### src/design/pgrep_pkg.sv
// Shared constants and types for the page replacement frame table.
// No dependencies; imported by pgrep_scan, the top level and the testbench.
`timescale 1ns / 1ps

package pgrep_pkg;

  localparam int FRAMES_DEF     = 16;
  localparam int PAGE_WIDTH_DEF = 20;

  localparam int COUNT_W     = 16;
  localparam int FAULT_W     = 32;
  localparam int FRAME_OUT_W = 4;
  localparam int CFG_IDX_W   = 2;
  localparam int CFG_DATA_W  = 5;

  localparam logic [COUNT_W-1:0] COUNT_MAX = '1;
  localparam logic [FAULT_W-1:0] FAULT_MAX = '1;

  localparam logic [CFG_IDX_W-1:0] CFG_POLICY_SELECT = 2'd0;
  localparam logic [CFG_IDX_W-1:0] CFG_FRAMES_IN_USE = 2'd1;

  localparam logic POLICY_LRU = 1'b0;
  localparam logic POLICY_LFU = 1'b1;

  localparam logic [CFG_DATA_W-1:0] FRAMES_IN_USE_RST = 5'd16;

  // status of a finished lookup scan
  typedef struct packed {
    logic match_found;
    logic empty_found;
  } scan_flags_t;

endpackage

### src/design/pgrep_frame_ram.sv
// Frame table storage: one write port, one read port, registered read data.
// Depends on nothing; entry layout is set by the top level.
`timescale 1ns / 1ps

module pgrep_frame_ram #(
  parameter int DEPTH = 16,
  parameter int WIDTH = 40,
  parameter int AW    = (DEPTH > 1) ? $clog2(DEPTH) : 1
) (
  input  logic                             clk,
  input  logic                             we,
  input  logic [AW-1:0]                    waddr,
  input  logic [WIDTH-1:0]                 wdata,
  input  logic [AW-1:0]                    raddr,
  output logic [WIDTH-1:0]                 rdata
);

  logic [WIDTH-1:0] mem [DEPTH];

  always_ff @(posedge clk) begin
    if (we) begin
      mem[waddr] <= wdata;
    end
    rdata <= mem[raddr];
  end

endmodule

### src/design/pgrep_scan.sv
// Lookup scan: takes one frame entry per cycle on ingest and tracks the first match,
// the first empty frame and the LRU and LFU victim candidates. Uses pgrep_pkg.
`timescale 1ns / 1ps

module pgrep_scan #(
  parameter int FRAMES     = 16,
  parameter int PAGE_WIDTH = 20,
  parameter int FIDX_W     = 4
) (
  input  logic                        clk,
  input  logic                        clear,
  input  logic                        ingest,
  input  logic [FIDX_W-1:0]           idx,
  input  logic                        ent_valid,
  input  logic [PAGE_WIDTH-1:0]       ent_page,
  input  logic [FIDX_W-1:0]           ent_rank,
  input  logic [pgrep_pkg::COUNT_W-1:0] ent_count,
  input  logic [PAGE_WIDTH-1:0]       req_page,
  output pgrep_pkg::scan_flags_t      flags,
  output logic [FIDX_W-1:0]           match_idx,
  output logic [FIDX_W-1:0]           match_rank,
  output logic [FIDX_W-1:0]           empty_idx,
  output logic [FIDX_W-1:0]           lru_idx,
  output logic [FIDX_W-1:0]           lru_rank,
  output logic [PAGE_WIDTH-1:0]       lru_page,
  output logic [FIDX_W-1:0]           lfu_idx,
  output logic [FIDX_W-1:0]           lfu_rank,
  output logic [PAGE_WIDTH-1:0]       lfu_page
);
  import pgrep_pkg::*;

  scan_flags_t          flags_r;
  logic [FIDX_W-1:0]    match_idx_r, match_rank_r, empty_idx_r;
  logic [FIDX_W-1:0]    lru_idx_r, lru_rank_r, lfu_idx_r, lfu_rank_r;
  logic [PAGE_WIDTH-1:0] lru_page_r, lfu_page_r;
  logic [COUNT_W-1:0]   lfu_count_r;
  logic                 first;

  assign first = (idx == '0);

  always_ff @(posedge clk) begin
    if (clear) begin
      flags_r <= '0;
    end else if (ingest) begin
      if (!flags_r.match_found && ent_valid && ent_page == req_page) begin
        flags_r.match_found <= 1'b1;
        match_idx_r         <= idx;
        match_rank_r        <= ent_rank;
      end
      if (!flags_r.empty_found && !ent_valid) begin
        flags_r.empty_found <= 1'b1;
        empty_idx_r         <= idx;
      end
      // strict compares keep the lowest index on ties
      if (first || ent_rank > lru_rank_r) begin
        lru_idx_r  <= idx;
        lru_rank_r <= ent_rank;
        lru_page_r <= ent_page;
      end
      if (first || ent_count < lfu_count_r) begin
        lfu_idx_r   <= idx;
        lfu_count_r <= ent_count;
        lfu_rank_r  <= ent_rank;
        lfu_page_r  <= ent_page;
      end
    end
  end

  assign flags      = flags_r;
  assign match_idx  = match_idx_r;
  assign match_rank = match_rank_r;
  assign empty_idx  = empty_idx_r;
  assign lru_idx    = lru_idx_r;
  assign lru_rank   = lru_rank_r;
  assign lru_page   = lru_page_r;
  assign lfu_idx    = lfu_idx_r;
  assign lfu_rank   = lfu_rank_r;
  assign lfu_page   = lfu_page_r;

endmodule

### src/design/page_replacement_lru_lfu.sv
// Page replacement frame table with LRU or LFU eviction: control FSM,
// recency sweep and result registers. Uses pgrep_pkg, pgrep_frame_ram, pgrep_scan.
//
//  channel | signals                                  | handshake
//  --------+------------------------------------------+-------------------------
//  request | in_page_number                           | start & !busy
//  result  | out_hit out_frame_index out_evicted_*    | out_valid, one cycle
//          | out_fault_count                          |
//  config  | cfg_index cfg_data                       | cfg_valid & cfg_ready
//
// A request runs a lookup pass that reads the n active frames one per cycle through the
// frame RAM port, n being the active frame count, then a recency pass that rewrites all
// FRAMES entries. busy is high after accept and falls in the same cycle that out_valid
// rises; one request at a time. Reset (synchronous, rst_n low) empties all frames,
// clears the fault total and sets LRU with 16 active frames. The receiver cannot
// stall results.
`timescale 1ns / 1ps

module page_replacement_lru_lfu #(
  parameter int FRAMES     = pgrep_pkg::FRAMES_DEF,
  parameter int PAGE_WIDTH = pgrep_pkg::PAGE_WIDTH_DEF
) (
  input  logic                                 clk,
  input  logic                                 rst_n,
  input  logic                                 start,
  output logic                                 busy,
  input  logic [PAGE_WIDTH-1:0]                in_page_number,
  output logic                                 out_valid,
  output logic                                 out_hit,
  output logic [pgrep_pkg::FRAME_OUT_W-1:0]    out_frame_index,
  output logic                                 out_evicted_valid,
  output logic [PAGE_WIDTH-1:0]                out_evicted_page,
  output logic [pgrep_pkg::FAULT_W-1:0]        out_fault_count,
  input  logic                                 cfg_valid,
  output logic                                 cfg_ready,
  input  logic [pgrep_pkg::CFG_IDX_W-1:0]      cfg_index,
  input  logic [pgrep_pkg::CFG_DATA_W-1:0]     cfg_data
);
  import pgrep_pkg::*;

  localparam int FIDX_W = (FRAMES > 1) ? $clog2(FRAMES) : 1;
  localparam int ENT_W  = PAGE_WIDTH + FIDX_W + COUNT_W;
  localparam logic [FIDX_W-1:0] LAST_FRAME = FIDX_W'(FRAMES - 1);

  typedef enum logic [5:0] {
    ST_IDLE   = 6'b000001,
    ST_SCAN   = 6'b000010,
    ST_WAIT_S = 6'b000100,
    ST_DECIDE = 6'b001000,
    ST_TOUCH  = 6'b010000,
    ST_WAIT_T = 6'b100000
  } state_t;

  state_t state_r, state_nxt;

  logic                     policy_r;
  logic [CFG_DATA_W-1:0]    fiu_r;
  logic                     valid_r [FRAMES];

  logic [FIDX_W-1:0]        addr_r, addr_nxt;
  logic [FIDX_W-1:0]        last_r;
  logic                     rd_vld_r;
  logic [FIDX_W-1:0]        rd_idx_r;
  logic [PAGE_WIDTH-1:0]    page_r;

  logic [FIDX_W-1:0]        target_r, old_rank_r;
  logic                     was_valid_r, hit_r;
  logic [FAULT_W-1:0]       fault_r;

  logic                     out_valid_r, out_hit_r, out_ev_valid_r;
  logic [FRAME_OUT_W-1:0]   out_frame_r;
  logic [PAGE_WIDTH-1:0]    out_ev_page_r;

  logic                     accept;
  logic [FIDX_W-1:0]        n_last;
  logic [ENT_W-1:0]         rdata, wdata;
  logic                     we;
  logic [PAGE_WIDTH-1:0]    rd_page, wr_page;
  logic [FIDX_W-1:0]        rd_rank, wr_rank;
  logic [COUNT_W-1:0]       rd_count, wr_count;
  logic                     ingest;

  scan_flags_t              flags;
  logic [FIDX_W-1:0]        match_idx, match_rank, empty_idx;
  logic [FIDX_W-1:0]        lru_idx, lru_rank, lfu_idx, lfu_rank;
  logic [PAGE_WIDTH-1:0]    lru_page, lfu_page;

  logic [FIDX_W-1:0]        dec_target, dec_old_rank;
  logic                     dec_was_valid, dec_ev_valid;
  logic [PAGE_WIDTH-1:0]    dec_ev_page;
  logic [FIDX_W+FRAME_OUT_W-1:0] target_ext;

  assign accept    = start && !busy;
  assign busy      = (state_r != ST_IDLE);
  assign cfg_ready = 1'b1;

  // active frame count clamped to 1..FRAMES, kept as last index
  always_comb begin
    if (fiu_r == '0) begin
      n_last = '0;
    end else if (int'(fiu_r) > FRAMES) begin
      n_last = LAST_FRAME;
    end else begin
      n_last = FIDX_W'(int'(fiu_r) - 1);
    end
  end

  always_ff @(posedge clk) begin
    if (!rst_n) begin
      policy_r <= POLICY_LRU;
      fiu_r    <= FRAMES_IN_USE_RST;
    end else if (cfg_valid && cfg_ready) begin
      unique case (cfg_index)
        CFG_POLICY_SELECT: policy_r <= cfg_data[0];
        CFG_FRAMES_IN_USE: fiu_r    <= cfg_data;
        default: ;
      endcase
    end
  end

  pgrep_frame_ram #(
    .DEPTH (FRAMES),
    .WIDTH (ENT_W),
    .AW    (FIDX_W)
  ) u_ram (
    .clk   (clk),
    .we    (we),
    .waddr (rd_idx_r),
    .wdata (wdata),
    .raddr (addr_r),
    .rdata (rdata)
  );

  assign rd_page  = rdata[ENT_W-1 -: PAGE_WIDTH];
  assign rd_rank  = rdata[COUNT_W +: FIDX_W];
  assign rd_count = rdata[COUNT_W-1:0];

  assign ingest = rd_vld_r && (state_r == ST_SCAN || state_r == ST_WAIT_S);

  pgrep_scan #(
    .FRAMES     (FRAMES),
    .PAGE_WIDTH (PAGE_WIDTH),
    .FIDX_W     (FIDX_W)
  ) u_scan (
    .clk        (clk),
    .clear      (accept),
    .ingest     (ingest),
    .idx        (rd_idx_r),
    .ent_valid  (valid_r[rd_idx_r]),
    .ent_page   (rd_page),
    .ent_rank   (rd_rank),
    .ent_count  (rd_count),
    .req_page   (page_r),
    .flags      (flags),
    .match_idx  (match_idx),
    .match_rank (match_rank),
    .empty_idx  (empty_idx),
    .lru_idx    (lru_idx),
    .lru_rank   (lru_rank),
    .lru_page   (lru_page),
    .lfu_idx    (lfu_idx),
    .lfu_rank   (lfu_rank),
    .lfu_page   (lfu_page)
  );

  // frame choice once the lookup pass is complete
  always_comb begin
    dec_ev_valid = 1'b0;
    dec_ev_page  = '0;
    if (flags.match_found) begin
      dec_target    = match_idx;
      dec_old_rank  = match_rank;
      dec_was_valid = 1'b1;
    end else if (flags.empty_found) begin
      dec_target    = empty_idx;
      dec_old_rank  = '0;
      dec_was_valid = 1'b0;
    end else if (policy_r == POLICY_LFU) begin
      dec_target    = lfu_idx;
      dec_old_rank  = lfu_rank;
      dec_was_valid = 1'b1;
      dec_ev_valid  = 1'b1;
      dec_ev_page   = lfu_page;
    end else begin
      dec_target    = lru_idx;
      dec_old_rank  = lru_rank;
      dec_was_valid = 1'b1;
      dec_ev_valid  = 1'b1;
      dec_ev_page   = lru_page;
    end
  end

  // recency sweep: read-modify-write of every entry, one per cycle
  assign we = rd_vld_r && (state_r == ST_TOUCH || state_r == ST_WAIT_T);

  always_comb begin
    wr_page  = rd_page;
    wr_rank  = rd_rank;
    wr_count = rd_count;
    if (rd_idx_r == target_r) begin
      wr_rank = '0;
      if (hit_r) begin
        wr_count = (rd_count == COUNT_MAX) ? rd_count : rd_count + 1'b1;
      end else begin
        wr_page  = page_r;
        wr_count = COUNT_W'(1);
      end
    end else if (valid_r[rd_idx_r] && (!was_valid_r || rd_rank < old_rank_r)
                 && rd_rank < LAST_FRAME) begin
      wr_rank = rd_rank + 1'b1;
    end
  end

  assign wdata = {wr_page, wr_rank, wr_count};

  always_comb begin
    state_nxt = state_r;
    addr_nxt  = addr_r;
    unique case (state_r)
      ST_IDLE: begin
        if (accept) begin
          state_nxt = ST_SCAN;
          addr_nxt  = '0;
        end
      end
      ST_SCAN: begin
        if (addr_r == last_r) begin
          state_nxt = ST_WAIT_S;
        end else begin
          addr_nxt = addr_r + 1'b1;
        end
      end
      ST_WAIT_S: state_nxt = ST_DECIDE;
      ST_DECIDE: begin
        state_nxt = ST_TOUCH;
        addr_nxt  = '0;
      end
      ST_TOUCH: begin
        if (addr_r == LAST_FRAME) begin
          state_nxt = ST_WAIT_T;
        end else begin
          addr_nxt = addr_r + 1'b1;
        end
      end
      ST_WAIT_T: state_nxt = ST_IDLE;
      default:   state_nxt = ST_IDLE;
    endcase
  end

  always_ff @(posedge clk) begin
    if (!rst_n) begin
      state_r     <= ST_IDLE;
      rd_vld_r    <= 1'b0;
      out_valid_r <= 1'b0;
      fault_r     <= '0;
      for (int i = 0; i < FRAMES; i++) begin
        valid_r[i] <= 1'b0;
      end
    end else begin
      state_r     <= state_nxt;
      rd_vld_r    <= (state_r == ST_SCAN) || (state_r == ST_TOUCH);
      out_valid_r <= (state_r == ST_WAIT_T);
      if (state_r == ST_DECIDE) begin
        valid_r[dec_target] <= 1'b1;
        if (!flags.match_found && fault_r != FAULT_MAX) begin
          fault_r <= fault_r + 1'b1;
        end
      end
    end
  end

  assign target_ext = {{FRAME_OUT_W{1'b0}}, dec_target};

  always_ff @(posedge clk) begin
    addr_r   <= addr_nxt;
    rd_idx_r <= addr_r;
    if (accept) begin
      page_r <= in_page_number;
      last_r <= n_last;
    end
    if (state_r == ST_DECIDE) begin
      target_r       <= dec_target;
      old_rank_r     <= dec_old_rank;
      was_valid_r    <= dec_was_valid;
      hit_r          <= flags.match_found;
      out_hit_r      <= flags.match_found;
      out_frame_r    <= target_ext[FRAME_OUT_W-1:0];
      out_ev_valid_r <= dec_ev_valid;
      out_ev_page_r  <= dec_ev_page;
    end
  end

  assign out_valid         = out_valid_r;
  assign out_hit           = out_hit_r;
  assign out_frame_index   = out_frame_r;
  assign out_evicted_valid = out_ev_valid_r;
  assign out_evicted_page  = out_ev_page_r;
  assign out_fault_count   = fault_r;

endmodule

### config.mk
export PLATFORM = sky130hd
export DESIGN_NAME = page_replacement_lru_lfu
export DESIGN_NICKNAME = d
export VERILOG_FILES = /design/src/design/pgrep_pkg.sv /design/src/design/pgrep_frame_ram.sv /design/src/design/pgrep_scan.sv /design/src/design/page_replacement_lru_lfu.sv
export SDC_FILE = /design/constraint.sdc
export NUM_CORES = 1
export LEC_CHECK = 0
export ABC_AREA = 0
export BUFFER_PORTS_ARGS = -buffer_cell sky130_fd_sc_hd__buf_2
export CAP_MARGIN = 10
export CORE_ASPECT_RATIO = 0.5
export CORE_MARGIN = 5
export CORE_UTILIZATION = 40
export DETAILED_ROUTE_END_ITERATION = 10
export MAX_ROUTING_LAYER = met4
export PLACE_DENSITY = 0.58
export RECOVER_POWER = 50
export SYNTH_ARGS = -nofsm -noshare
export SYNTH_HDL_FRONTEND = slang
export SYNTH_SLANG_ARGS = --single-unit
### constraint.sdc
create_clock -name clk -period 9 [get_ports clk]
set_input_delay 1.8 -clock clk [delete_from_list [all_inputs] [get_ports clk]]
set_output_delay 1.8 -clock clk [all_outputs]
set_load 0.02 [all_outputs]
== Word-level counts from Yosys, hierarchy flattened ==
Memories as Yosys holds them, arrays and structs flattened. A register that Yosys moved wholly into a read port is not among the register bits.
Cells that the tools add are included.

* Bits in registers: 195
* Memory bits (writable): 656
* Input port bits: 31
* Output and inout port bits: 61
* Logic and storage cells: 130
* Memories kept: 2

* Add/subtract/negate cells: 5
* Magnitude comparators: 5
* Equal/unequal tests: 19
* Multiplexer cells: 33
* Bitwise operators: 1
* Reductions and logical operators: 37

{| class="wikitable"
|+ Memories
! memory !! words !! bits a word !! read ports !! clocked after memory_dff !! wr ports !! RTL line !! RTL
|-
| u_ram.mem || 16 || 40 || 1 || 1 || 1 || pgrep_frame_ram.sv:18 || <nowiki>logic [WIDTH-1:0] mem [DEPTH];</nowiki>
|-
| valid_r || 16 || 1 || 1 || 1 || 16 || page_replacement_lru_lfu.sv:58 || <nowiki>logic valid_r [FRAMES];</nowiki>
|}

{| class="wikitable"
|+ Operators by type and width
! cell !! number
|-
| $mux 20 || 3
|-
| $mux 4 || 13
|-
| $mux 16 || 3
|-
| $add 32x1->32 const B || 1
|-
| $ne 32x32->1 const B || 1
|-
| $pmux 6 s5 || 1
|-
| $eq 20x20->1 || 1
|-
| $mux 6 || 3
|-
| $add 16x1->16 const B || 1
|-
| $eq 16x16->1 const B || 1
|-
| $lt 16x16->1 || 1
|-
| $pmux 4 s4 || 1
|-
| $reduce_and 3->1 || 5
|-
| $ne 2x2->1 const B || 5
|-
| $reduce_and 2->1 || 5
|-
| $logic_and 1x1->1 || 9
|-
| $mux 1 || 9
|-
| $add 4x1->4 const B || 2
|-
| $eq 4x4->1 || 2
|-
| $eq 6x1->1 const B || 1
|-
| $eq 6x2->1 const B || 1
|-
| $eq 6x3->1 const B || 1
|-
| $eq 6x4->1 const B || 1
|-
| $eq 6x5->1 const B || 1
|-
| other kinds (19) || 28
|}

== Longest topological paths before layout ==
* Depth after elaboration: 6
* Mapped depth: 9
* Mapped depth without buffers: 8

== Cells and area by module ==
Synthesis repeated with hierarchy kept, for this count alone.

* Cells, all modules: 1946
* Area total of the unflattened synthesis: 35123.7 µm²

{| class="wikitable"
|+ By module, submodules not included
! module !! instances !! cells an instance !! area each (µm²) !! seq. area each (µm²)
|-
| pgrep_frame_ram || 1 || 1040 || 25131.6 || 20019.2
|-
| page_replacement_lru_lfu || 1 || 712 || 6650.1 || 3093.0
|-
| pgrep_scan || 1 || 194 || 3342.0 || 2562.5
|}

== Worst setup path before layout ==
Ideal clock, no wire load.

* Path kind: reg2reg
* Start: register state_r[0]
* End: memory u_ram.mem[3][0], enable pin
* Library setup time: 0.487 ns
* Arrival: 3.867 ns
* Required time: 8.513 ns
* Path slack: 4.646 ns
* Cell stages (with the launch flop): 6
* Path buffers: 1
* Clock period less this slack: 4.354 ns
* Cell sequence: dfxtp_1 > clkbuf_1 > nor4_1 > and3_1 > nand3_1 > nor3_1

* Cells in the longest elaborated chain, start to end: 5
* Elaborated cells between the ends (all ways): 6
* Those cells by class: eq/ne (2); mux (2); reduce/logical (2)

{| class="wikitable"
|+ RTL lines
! what !! RTL line !! RTL
|-
| start, declared || page_replacement_lru_lfu.sv:54 || <nowiki>state_t state_r, state_nxt;</nowiki>
|-
| start signal, assigned || page_replacement_lru_lfu.sv:260 || <nowiki>state_r <= state_nxt;</nowiki>
|-
| $eq 6x5->1 / $eq 6x6->1 (equally long branches) || page_replacement_lru_lfu.sv:194 || <nowiki>assign we = rd_vld_r && (state_r == ST_TOUCH || state_r == ST_WAIT_T);</nowiki>
|-
| $logic_or 1x1->1 * || page_replacement_lru_lfu.sv:194 ||
|-
| $logic_and 1x1->1 * || page_replacement_lru_lfu.sv:194 ||
|-
| $mux 1 * || pgrep_frame_ram.sv:21 || <nowiki>if (we) begin</nowiki>
|-
| $mux 1 (implied by the code) * || pgrep_frame_ram.sv:22 || <nowiki>mem[waddr] <= wdata;</nowiki>
|-
| end, declared || pgrep_frame_ram.sv:18 ||
|}

Every way passes the cells marked *; elsewhere a longest branch is shown, timed or not.

==> impl_metrics.env <==
export IMPL_path_class="reg -> reg"
export IMPL_grt_util_all_layers_pct=17.59
export IMPL_crit_path_frequent_cell="mux4_2"
export IMPL_crit_chain="clkbuf_1 -> buf_4 -> mux4_2 -> mux4_2"
export IMPL_syn_inst=1755
export IMPL_rsz0062_at_grt="false"
export IMPL_drt_wl_total_mm=79.22
export IMPL_setup_tns_ns=0
export IMPL_grt_overflow=0
export IMPL_port_buffer_count=90
export IMPL_tritoncts="done"
export IMPL_fillers=7347
export IMPL_multi_input_area_um2=8479
export IMPL_dp_slack_ns=5.480
export IMPL_period_share_pct=60.09
export IMPL_cts_buffers=82
export IMPL_grt_pass1_wl_mm=116.1
export IMPL_grt_max_degree=81
export IMPL_regArea_um2=25670
export IMPL_ant_nets=0
export IMPL_cts_sinks=891
export IMPL_max_slew_margin_pct=-182.8
export IMPL_drc=0
export IMPL_nNetsFinal=1945
export IMPL_avgViaCountPerCell=5.416
export IMPL_p_per_area_nw_per_um2=244.0
export IMPL_yosysWarnings=0
export IMPL_min_period_ns=5.408
export IMPL_max_cap_violations=28
export IMPL_htreeDepth=3
export IMPL_cp_max_fo=43
export IMPL_detail_route_first_pass_iterations=5
export IMPL_slew_viol_final=776
export IMPL_dr_total_vias=16930
export IMPL_die_x_um=426.1
export IMPL_violations="capacitance limit, slew limit"
export IMPL_drtIter0Drc=1801
export IMPL_io_pins=92
export IMPL_p_leak_uw=0.01236
export IMPL_worstPathArrival_ns=5.92
export IMPL_final_cell_area_um2=38970
export IMPL_synthFlopType="edfxtp_1"
export IMPL_gp_congestion=0.7673
export IMPL_finish_utilization_pct=45.33
export IMPL_worstPathRequired_ns=9.51
export IMPL_cts_repair_resize_count=0
export IMPL_core_area_um2=85960
export IMPL_cts_buffer_depth=3
export IMPL_dp_hpwl_mm=42.49
export IMPL_clk_pin_slew_worst_paths_ns=0.07
export IMPL_setup_viol=0
export IMPL_synth_cell_type_count=64
export IMPL_hp_class="reg -> reg"
export IMPL_synth_seq_cells=891
export IMPL_ys_async_sr_fraction_pct=0
export IMPL_final_common_cell="edfxtp_1"
export IMPL_wl_per_cell_um=25.34
export IMPL_status="finished, violations left"
export IMPL_grt_pass1_vias=17161
export IMPL_drive_above_1_share_pct=20.76
export IMPL_startpoint_type="register"
export IMPL_initial_core_util_pct=40.28
export IMPL_cts_hold_buffers=0
export IMPL_setup_slack_ns=3.592
export IMPL_synth_edf_count=783
export IMPL_finalClockSkew_ns=0.02341
export IMPL_finalHoldViolations=0
export IMPL_fmax_mhz=184.9
export IMPL_diodes=0
export IMPL_ys_seq_area_share_pct=74.14
export IMPL_avgSynthCellArea_um2=19.73
export IMPL_dieArea_um2=92920
export IMPL_antenna_found_initial=0
export IMPL_area_delta_synth_final_pct=12.52
export IMPL_syn_nets=1813
export IMPL_crit_slowest_cell="clkbuf_1"
export IMPL_layout_common_cells="783 x edfxtp_1, 204 x mux4_2, 108 x dfxtp_1, 99 x clkbuf_1, 85 x clkbuf_16"
export IMPL_endpoint_kind="register"
export IMPL_cts_setup_buffers=0
export IMPL_clk_latency_ns=0.65
export IMPL_placed_area_um2=36600
export IMPL_cts_root_buf="clkbuf_16"
export IMPL_worst_pin_slew_ns=4.242
export IMPL_row_count=76
export IMPL_die_y_um=218.1
export IMPL_synth_cell_area_um2=34630
export IMPL_cpPeakStageDelay_ns=2.73
export IMPL_irDropWorstVdd_mv=0.1269
[where the power goes]
part / internal (uW) / total (uW) / switching [uW]
logic: 423 / 1030 / 607
clock network: 1930 / 3450 / 1520
registers: 4880 / 5020 / 147
total: 7230 / 9510 / 2280
[cells by family (layout without fill, tap and decap cells)]
family / after synthesis / in the layout / synth area share, %
flops: 891 / 891 / 74.14
xor+xnor: 70 / 70 / 1.770
simple gates: 298 / 298 / 4.755
mux: 262 / 262 / 15.02
fa+ha+maj: 27 / 27 / 0.9755
buf+inv: 112 / 313 / 1.442
other cells: 1 / 1 / 0.01083
compound gates: 94 / 94 / 1.886
[synth_stat cells (all sizes together), types with 31 or more instances]
library cell,n,area [um^2]
nand2,45,168.9
clkbuf,36,135.1
edfxtp,783,23510
xnor2,33,289.0
nor2,75,296.5
buf,41,232.7
xor2,37,324.1
mux4,204,4594
dfxtp,108,2162
nand4,31,212.7
mux2i,37,370.4
inv,35,131.4
[per-layer routing]
layer / track usage (%) / up-vias / routed length [um] / share of wire, %
li1: - / 7366 / - / -
met1: 25.35 / 9003 / 37180 / 47
met2: 26.40 / 464 / 36140 / 46
met3: 3.365 / 97 / 4605 / 5.8
met4: 3.584 / 0 / 1289 / 1.6
met5: - / - / 0 / 0
[worst max-delay path, delay by kind of cell, from the launching register on]
kind	cells	cell delay [ns]
multiplexers	2	1.07
buffers and inverters	2	3.76
flip-flops	1	0.39
[registers in the layout (all words and copies together) (netlist names), 5 cells and up]
register            cells
state_r                 6
u_ram.rdata            40
u_scan.lfu_page        20
u_scan.lfu_count_r     16
out_fault_count        32
out_evicted_page       20
fiu_r                   5
u_ram.mem             640
u_scan.lru_page        20
valid_r                16
page_r                 20
[area by class of cell]
type | instances | area share [%]
sequential | 891 | 65.89
inverter | 35 | 0.3372
clock inverter | 49 | 1.085
tap | 1170 | 3.757
timing repair buffer | 125 | 1.477
multi-input combinational | 752 | 21.76
clock buffer | 104 | 5.693
[through the flow]
stage                     instances  hold slack, ns  power, uW
after CTS                      3126          0.4800       9579
after floorplan                1755          0.3427       5786
final                          3126          0.4775       9508
after global placement         2973          0.4575       6119
after global routing           3126          0.5011       9879
after detailed placement       2973          0.4634       6145
[final timing paths]
check	to	cells after the start	startpoint	slack [ns]
setup / recovery	u_ram.rdata[7]$_DFF_P_	4	addr_r[0]$_SDFFCE_PN0P_	3.59
hold / removal	valid_r[11]$_DFF_P_	1	valid_r[11]$_DFF_P_	0.48
setup reg to reg	u_ram.rdata[7]$_DFF_P_	4	addr_r[0]$_SDFFCE_PN0P_	3.59
hold reg to reg	valid_r[11]$_DFF_P_	1	valid_r[11]$_DFF_P_	0.48
Power figures use the tool's default switching activity.
